<file path="src/rtl/mrs_pkg.sv">
`timescale 1ns / 1ps
`default_nettype none
// ----------------------------------------------------------------------------
// mrs_pkg
// Shared types, microcode program and sigmoid table of the perceptron trainer.
// ----------------------------------------------------------------------------
package mrs_pkg;

  localparam int HIDDEN_WIDTH_DEF  = 4;
  localparam int HIDDEN_LAYERS_DEF = 2;
  localparam int WEIGHT_BITS_DEF   = 16;

  localparam int          ONE_Q12         = 4096;
  localparam logic [15:0] STEP_RATE_RESET = 16'd9830;

  localparam int UPC_W = 5;
  typedef logic [UPC_W-1:0] upc_t;

  typedef enum logic [1:0] {
    MODE_LOAD  = 2'd0,
    MODE_TRAIN = 2'd1,
    MODE_INFER = 2'd2,
    MODE_NONE  = 2'd3
  } mode_t;

  typedef enum logic [1:0] {
    SH_11,
    SH_12,
    SH_16
  } shift_t;

  typedef enum logic [4:0] {
    UOP_IDLE,
    UOP_FINIT,
    UOP_FRD_B,
    UOP_FBIAS,
    UOP_FRD,
    UOP_FMAC,
    UOP_FSTORE,
    UOP_SIG,
    UOP_ERR,
    UOP_DO1,
    UOP_DO2,
    UOP_BINIT,
    UOP_BRD,
    UOP_BMAC,
    UOP_BSTORE,
    UOP_UINIT,
    UOP_URD,
    UOP_UG,
    UOP_UW,
    UOP_DONE
  } uop_t;

  typedef enum logic [3:0] {
    C_NEXT,
    C_IDLE,
    C_INFER,
    C_K_MORE,
    C_F_MORE,
    C_J_MORE,
    C_B_MORE,
    C_U_MORE,
    C_DONE
  } cond_t;

  typedef struct packed {
    uop_t  uop;
    cond_t cond;
    upc_t  target;
  } ctrl_t;

  typedef struct packed {
    logic start;
    logic work;
    logic infer;
    logic k_more;
    logic f_more;
    logic j_more;
    logic b_more;
    logic u_more;
    logic out_free;
  } seq_flags_t;

  localparam upc_t PC_IDLE  = 5'd0;
  localparam upc_t PC_FRD_B = 5'd2;
  localparam upc_t PC_FRD   = 5'd4;
  localparam upc_t PC_BRD   = 5'd12;
  localparam upc_t PC_URD   = 5'd16;
  localparam upc_t PC_DONE  = 5'd19;

  // Microprogram: one control word per step.
  function automatic ctrl_t ucode(input upc_t pc);
    ctrl_t c;
    c = '{uop: UOP_IDLE, cond: C_IDLE, target: PC_DONE};
    unique case (pc)
      5'd0:    c = '{uop: UOP_IDLE,   cond: C_IDLE,   target: PC_DONE};
      5'd1:    c = '{uop: UOP_FINIT,  cond: C_NEXT,   target: PC_IDLE};
      5'd2:    c = '{uop: UOP_FRD_B,  cond: C_NEXT,   target: PC_IDLE};
      5'd3:    c = '{uop: UOP_FBIAS,  cond: C_NEXT,   target: PC_IDLE};
      5'd4:    c = '{uop: UOP_FRD,    cond: C_NEXT,   target: PC_IDLE};
      5'd5:    c = '{uop: UOP_FMAC,   cond: C_K_MORE, target: PC_FRD};
      5'd6:    c = '{uop: UOP_FSTORE, cond: C_F_MORE, target: PC_FRD_B};
      5'd7:    c = '{uop: UOP_SIG,    cond: C_NEXT,   target: PC_IDLE};
      5'd8:    c = '{uop: UOP_ERR,    cond: C_INFER,  target: PC_DONE};
      5'd9:    c = '{uop: UOP_DO1,    cond: C_NEXT,   target: PC_IDLE};
      5'd10:   c = '{uop: UOP_DO2,    cond: C_NEXT,   target: PC_IDLE};
      5'd11:   c = '{uop: UOP_BINIT,  cond: C_NEXT,   target: PC_IDLE};
      5'd12:   c = '{uop: UOP_BRD,    cond: C_NEXT,   target: PC_IDLE};
      5'd13:   c = '{uop: UOP_BMAC,   cond: C_J_MORE, target: PC_BRD};
      5'd14:   c = '{uop: UOP_BSTORE, cond: C_B_MORE, target: PC_BRD};
      5'd15:   c = '{uop: UOP_UINIT,  cond: C_NEXT,   target: PC_IDLE};
      5'd16:   c = '{uop: UOP_URD,    cond: C_NEXT,   target: PC_IDLE};
      5'd17:   c = '{uop: UOP_UG,     cond: C_NEXT,   target: PC_IDLE};
      5'd18:   c = '{uop: UOP_UW,     cond: C_U_MORE, target: PC_URD};
      5'd19:   c = '{uop: UOP_DONE,   cond: C_DONE,   target: PC_IDLE};
      default: c = '{uop: UOP_IDLE,   cond: C_IDLE,   target: PC_DONE};
    endcase
    return c;
  endfunction

  // round(4096 * sigmoid(x)) at x = 0, 0.5, ... 8.0
  function automatic logic [12:0] sig_lut(input logic [4:0] i);
    logic [12:0] v;
    v = 13'd4095;
    unique case (i)
      5'd0:    v = 13'd2048;
      5'd1:    v = 13'd2550;
      5'd2:    v = 13'd2994;
      5'd3:    v = 13'd3349;
      5'd4:    v = 13'd3608;
      5'd5:    v = 13'd3785;
      5'd6:    v = 13'd3902;
      5'd7:    v = 13'd3976;
      5'd8:    v = 13'd4022;
      5'd9:    v = 13'd4051;
      5'd10:   v = 13'd4069;
      5'd11:   v = 13'd4079;
      5'd12:   v = 13'd4086;
      5'd13:   v = 13'd4090;
      5'd14:   v = 13'd4092;
      5'd15:   v = 13'd4094;
      default: v = 13'd4095;
    endcase
    return v;
  endfunction

endpackage
`default_nettype wire

</file>
<file path="src/rtl/mrs_seq.sv">
`timescale 1ns / 1ps
`default_nettype none
// ----------------------------------------------------------------------------
// mrs_seq
// Microprogram counter with conditional jumps over the control ROM.
// ----------------------------------------------------------------------------
module mrs_seq (
  input  wire logic                clk,
  input  wire logic                rst_n,
  input  wire mrs_pkg::seq_flags_t flags,
  output mrs_pkg::ctrl_t           ctrl
);
  import mrs_pkg::*;

  upc_t upc_r, upc_nxt;

  assign ctrl = ucode(upc_r);

  always_comb begin
    upc_nxt = upc_r + 1'b1;
    unique case (ctrl.cond)
      C_NEXT: upc_nxt = upc_r + 1'b1;
      C_IDLE: begin
        if (!flags.start) upc_nxt = upc_r;
        else if (!flags.work) upc_nxt = ctrl.target;
      end
      C_INFER:  if (flags.infer)  upc_nxt = ctrl.target;
      C_K_MORE: if (flags.k_more) upc_nxt = ctrl.target;
      C_F_MORE: if (flags.f_more) upc_nxt = ctrl.target;
      C_J_MORE: if (flags.j_more) upc_nxt = ctrl.target;
      C_B_MORE: if (flags.b_more) upc_nxt = ctrl.target;
      C_U_MORE: if (flags.u_more) upc_nxt = ctrl.target;
      C_DONE:   upc_nxt = flags.out_free ? ctrl.target : upc_r;
      default:  upc_nxt = PC_IDLE;
    endcase
  end

  always_ff @(posedge clk) begin
    if (!rst_n) begin
      upc_r <= PC_IDLE;
    end else begin
      upc_r <= upc_nxt;
    end
  end

endmodule
`default_nettype wire

</file>
<file path="config.mk">
export PLATFORM = sky130hd
export DESIGN_NAME = mrs_seq
export DESIGN_NICKNAME = d
export VERILOG_FILES = /design/src/rtl/mrs_pkg.sv /design/src/rtl/mrs_seq.sv
export SDC_FILE = /design/constraint.sdc
export NUM_CORES = 1
export LEC_CHECK = 0
export ABC_AREA = 1
export BUFFER_PORTS_ARGS = -buffer_cell sky130_fd_sc_hd__buf_2
export CAP_MARGIN = 25
export CORE_ASPECT_RATIO = 1.2
export CORE_MARGIN = 2
export CORE_UTILIZATION = 55
export CTS_CLUSTER_SIZE = 12
export DETAILED_ROUTE_END_ITERATION = 8
export GPL_ROUTABILITY_DRIVEN = 0
export PLACE_DENSITY = 0.81
export SLEW_MARGIN = 10
export SYNTH_ARGS = -nofsm -noshare
export SYNTH_HDL_FRONTEND = slang
export SYNTH_SLANG_ARGS = --single-unit
</file>
<file path="constraint.sdc">
create_clock -name clk -period 2.2 [get_ports clk]
set_clock_uncertainty 0.2 [all_clocks]
set_input_delay 0.22 -clock clk [delete_from_list [all_inputs] [get_ports clk]]
set_output_delay 0.22 -clock clk [all_outputs]
set_load 0.02 [all_outputs]
</file>
Word level (Yosys, flattened, before mapping)

Memory sizes are Yosys's and may differ from the RTL's. A register that Yosys moved wholly into a read port is not among the register bits.
Index checks and enable logic that the tools add are counted.

Mux-type cells: 12
Eq/ne operators: 10
Reduce and logical (&&, ||, !) cells: 2
$add $sub $neg: 1

Operator list:

| kind                                                | count |
|---|---|
| two-way mux 5 bit                                   | 11 |
| case mux 5 bit (9 select lines)                     | 1 |
| equality test 4 x 3 -> 1 bit, second input constant | 4 |
| equality test 4 x 2 -> 1 bit, second input constant | 2 |
| adder 5 x 1 -> 5 bit, second input constant         | 1 |
| equality test 4 x 1 -> 1 bit, second input constant | 1 |
| equality test 4 bit, second input constant          | 1 |
| zero test 4 bit                                     | 1 |
| != test 2 bit, second input constant                | 2 |
| AND reduction 2 bit                                 | 1 |

Output and inout bits: 14
Logic and storage cells: 27
Bits in registers: 5
Input port bits: 11
Bits in read-only memories: 448
Memories: 1

Memories:

| memory           | words | bits a word | rd ports | clocked after memory_dff | write ports | line          | RTL |
|---|---|---|---|---|---|---|---|
| (name not given) | 32    | 14          | 1        | 1                        | 0           | mrs_pkg.sv:96 | `unique case (pc)` |

Depth between registers and ports, before layout

Word-level depth: 6
Mapped depth: 15
Depth with buffers taken out: 15

Worst setup path before layout

Ideal clock, no wire load.

Path type: register to register
Start: register, netlist name ctrl[5]
End: register, netlist name ctrl[3]
Required time: 1.884 ns
Setup time: 0.116 ns
Clock period less this slack: 2.040 ns
Arrival time: 1.724 ns
Cell stages (with the launch flop): 12
Buffers on the path: 0
Slack: 0.160 ns
Cell sequence: dfxtp_1 -> nand2_1 -> nor2_4 -> nand2_2 -> nand2_2 -> inv_4 -> or2_1 -> nand3_2 -> nor2_2 -> nand2_2 -> nand2_2 -> and2_2

Word-level cells in the longest chain between the ends: 5
Elaborated cells on any way between the ends: 15
Those cells by class: eq/ne: 10; mux: 3; reduce/logical: 2

RTL lines:

| item                                                                       | line          | RTL |
|---|---|---|
| equality test 4 x 1 -> 1 bit / equality test 4 bit (equally long branches) | mrs_seq.sv:21 | `unique case (ctrl.cond)` |
| != test 2 bit (no source line)                                             | n/a           |  |
| AND reduction 2 bit (no source line)                                       | n/a           |  |
| two-way mux 5 bit (no source line) * (2 in a row)                          | n/a           |  |

Mark *: on every way between the ends. The rest lies on a longest branch, timed or not.
A chain may end at the register's enable or synchronous reset.

Worst setup path in the final report

Start: register upc_r[0]
End: register, netlist name ctrl[3]

Word-level cells in the longest chain between the ends: 6
Elaborated cells on any way between the ends: 12
Those cells by class: add/sub: 1; mux: 11

RTL lines:

| item                                              | line                         | RTL |
|---|---|---|
| from (decl)                                       | mrs_seq.sv:15                | `upc_t upc_r, upc_nxt;` |
| from (signal assigned)                            | mrs_seq.sv:42                | `upc_r <= upc_nxt;` |
| adder 5 x 1 -> 5 bit                              | mrs_seq.sv:20, mrs_seq.sv:22 |  |
| two-way mux 5 bit                                 | mrs_seq.sv:25                | `else if (!flags.work) upc_nxt = ctrl.target;` |
| two-way mux 5 bit                                 | mrs_seq.sv:24                | `if (!flags.start) upc_nxt = upc_r;` |
| case mux 5 bit (9 select lines)                   | mrs_seq.sv:21                |  |
| two-way mux 5 bit (no source line) * (2 in a row) | n/a                          |  |

Mark *: on every way between the ends. The rest lies on a longest branch, timed or not. The select of a mux whose other input is x is not followed.

==> flow_metrics.env <==
export IMPL_status="completed"
export IMPL_start_util_pct=58.17
export IMPL_worstSetupStartpointType="register"
export IMPL_startpoint="upc_r[0]"
export IMPL_worstMarginPinSlew_ns=0.4132
export IMPL_cp_arrival_ns=2.15
export IMPL_rows=21
export IMPL_required_ns=2.19
export IMPL_finalHoldViolations=0
export IMPL_synth_cells=306
export IMPL_grt_pass1_vias=1855
export IMPL_power_density_mw_per_mm2=1428
export IMPL_die_x_um=53.78
export IMPL_hold_start="rst_n"
export IMPL_yosys_area_top_type="nand2_1"
export IMPL_setup_ws_ns=0.03598
export IMPL_synthFlopType="dfxtp_1"
export IMPL_dp_hpwl_mm=3.767
export IMPL_fin_crit_ns=2.164
export IMPL_fill_cells=241
export IMPL_cts_htree_levels=1
export IMPL_p_leak_nw=1.188
export IMPL_cp_end_kind="register"
export IMPL_final_layout_size_suffix_gt1_share_pct=25.14
export IMPL_syn_avg_cell_area_um2=5.344
export IMPL_die_height_um=63.73
export IMPL_ys_top_cells_by_count="nand2_1 (115), nor2_1 (56), nand3_1 (36)"
export IMPL_antenna_found_initial=0
export IMPL_fmax_mhz=462.1
export IMPL_final_area_mm2=0.002096
export IMPL_synth_nets=318
export IMPL_synthArstFlopShare_pct=0
export IMPL_post_route_period_util_pct=98.36
export IMPL_placed_area_mm2=0.001872
export IMPL_grt_max_degree=11
export IMPL_ir_worst_vdd_uv=1047
export IMPL_synth_top_area_share_pct=26.40
export IMPL_critPathCapture="ctrl[3]"
export IMPL_die_area_mm2=0.003427
export IMPL_yosysWarnings=0
export IMPL_synth_edf_count=0
export IMPL_synth_area_leaders="nand2_1 (26%), dfxtp_1 (23%), nor2_1 (13%), nand3_1 (11%), inv_1 (6.9%)"
export IMPL_num_vias=2128
export IMPL_dp_cells=373
export IMPL_synth_seq_cells=19
export IMPL_dr_pass1_iters=5
export IMPL_io_pins=25
export IMPL_cts_root_buf="clkbuf_4"
export IMPL_finalSetupViolCount=0
export IMPL_post_route_drc_count=0
export IMPL_ff2ff_setup_slack_ns=0.04
export IMPL_numClockSinks=19
export IMPL_synth_most_common_cell="nand2_1"
export IMPL_io_buffers=24
export IMPL_drt_total_wl_mm=5.303
export IMPL_worstHoldPathCells=3
export IMPL_insertion_delay_ns=0.29
export IMPL_p_total_mw=2.992
export IMPL_ys_seq_area_share_pct=23.26
export IMPL_cts_path_max_buffers=2
export IMPL_core_mm2=0.002811
export IMPL_criticalPathCategory="reg2reg"
export IMPL_r2r_start="upc_r[0]"
export IMPL_cts_buffers=3
export IMPL_drtIter0Drc=108
export IMPL_nets=363
export IMPL_r2r_cells=15
export IMPL_dp_slack_ns=-0.08265
export IMPL_cts_tree="yes"
export IMPL_yosysUniqueCellTypes=23
export IMPL_max_cap_violations=0
export IMPL_path_max_fanout=7
export IMPL_clk_pin_slew_ns=0.10
export IMPL_timing_rr_end="ctrl[3]"
export IMPL_syn2layout_area_growth_pct=28.16
export IMPL_hold_buffers=0
export IMPL_syn_area_mm2=0.001635
export IMPL_viasPerCell=5.542
export IMPL_num_antenna_cells=0
export IMPL_hold_class="in2reg"
export IMPL_slew_violations=0
export IMPL_grtUsageTotal_pct=30.25
export IMPL_wl_per_cell_um=13.81
export IMPL_fin_cells=384
export IMPL_relSlewSlack_pct=72.41
export IMPL_antenna_left=0
export IMPL_grt_ovfl_total=0
export IMPL_grt_pass1_wl_mm=7.900
==> metal layers <==
layer | wire, um | track usage [%] | part of all wire (%)
met5 | 0 | 0 | 0
met2 | 2638 | 50.76 | 50
met3 | 286 | 0.9346 | 5.4
met4 | 323 | 18.91 | 6.1
met1 | 2055 | 36.51 | 39
==> critical path, stage by stage (launching register included) <==
cell	delay, ns
dfxtp_4	0.38
ha_4	0.17
inv_1	0.06
nand2_2	0.06
nand2_4	0.11
buf_4	0.12
nand2_1	0.04
nand3_1	0.07
nand2_1	0.08
nor2_2	0.10
nand3_2	0.11
nand3_4	0.16
inv_4	0.08
nand2_2	0.08
nand2_2	0.07
and2_2	0.16
==> kinds of logic (layout without fill, tap and decap cells) <==
logic type	count (synthesis)	count (layout)	share of synthesized area [%]
xor gates and xnor gates	1	1	0.5357
adders and majority gates	1	1	0.7650
and+or+nand+nor	233	234	61.82
DFF	19	19	23.26
buffers and inverters	35	78	8.263
AOI/OAI and AO/OA	17	17	5.356
==> report_power, final <==
group	switching, mW	internal, mW	total [mW]	leakage [nW]
clock network	0.0992	0.0706	0.170	0.0150
registers	0.154	0.496	0.650	0.159
logic	1.41	0.763	2.17	1.01
==> state kept, by name, indices dropped and copies added, names as in the netlist <==
register,count
upc_r,5
ctrl,14
==> worst min-delay path by stage <==
stage	endpoint	slack [ns]
2_1_floorplan	upc_r[1]	0.20
3_3_place_gp	upc_r[1]	0.39
3_5_place_dp	upc_r[1]	0.40
4_1_cts	upc_r[1]	0.09
5_1_grt	ctrl[13]	0.15
6_report	upc_r[1]	0.14
==> cell type report <==
cell class | instances | area, um^2 | share of cell area (%)
Clock buffer | 4 | 26.28 | 1.254
Tap cell | 34 | 42.54 | 2.030
Sequential cell | 19 | 392.9 | 18.75
Multi-Input combinational cell | 253 | 1257 | 60.00
Timing Repair Buffer | 41 | 247.7 | 11.82
Inverter | 33 | 128.9 | 6.149
==> metrics by stage <==
| step | hold slack [ns] | TNS [ns] | util (%) |
|---|---|---|---|
| 2_1_floorplan | 0.1996 | 0 | - |
| 3_3_place_gp | 0.3949 | -0.1247 | 66.58 |
| 3_5_place_dp | 0.3965 | -0.3561 | 66.58 |
| 4_1_cts | 0.08921 | 0 | 67.91 |
| 5_1_grt | 0.1461 | -0.3925 | 74.54 |
| 6_report | 0.1419 | 0 | 74.54 |
==> placed cells by master, fill, tap and decap left out, drive strengths merged <==
cell type,instances
o21bai,1
and2,1
nor3,1
ha,1
or2,2
buf,41
o21ai,11
nand2,121
a21oi,5
nor2,61
nand4,8
dfxtp,19
clkbuf,4
nand3,40
inv,33
xor2,1
==> timing repair <==
item,4_1_cts,5_1_grt
pin swaps,0,12
hold endpoints to repair,0,0
endpoints found under the setup margin,8,13
buffers inserted,0,6
gates cloned,0,1
gates resized for setup,5,34
Power figures use the tool's default switching activity.
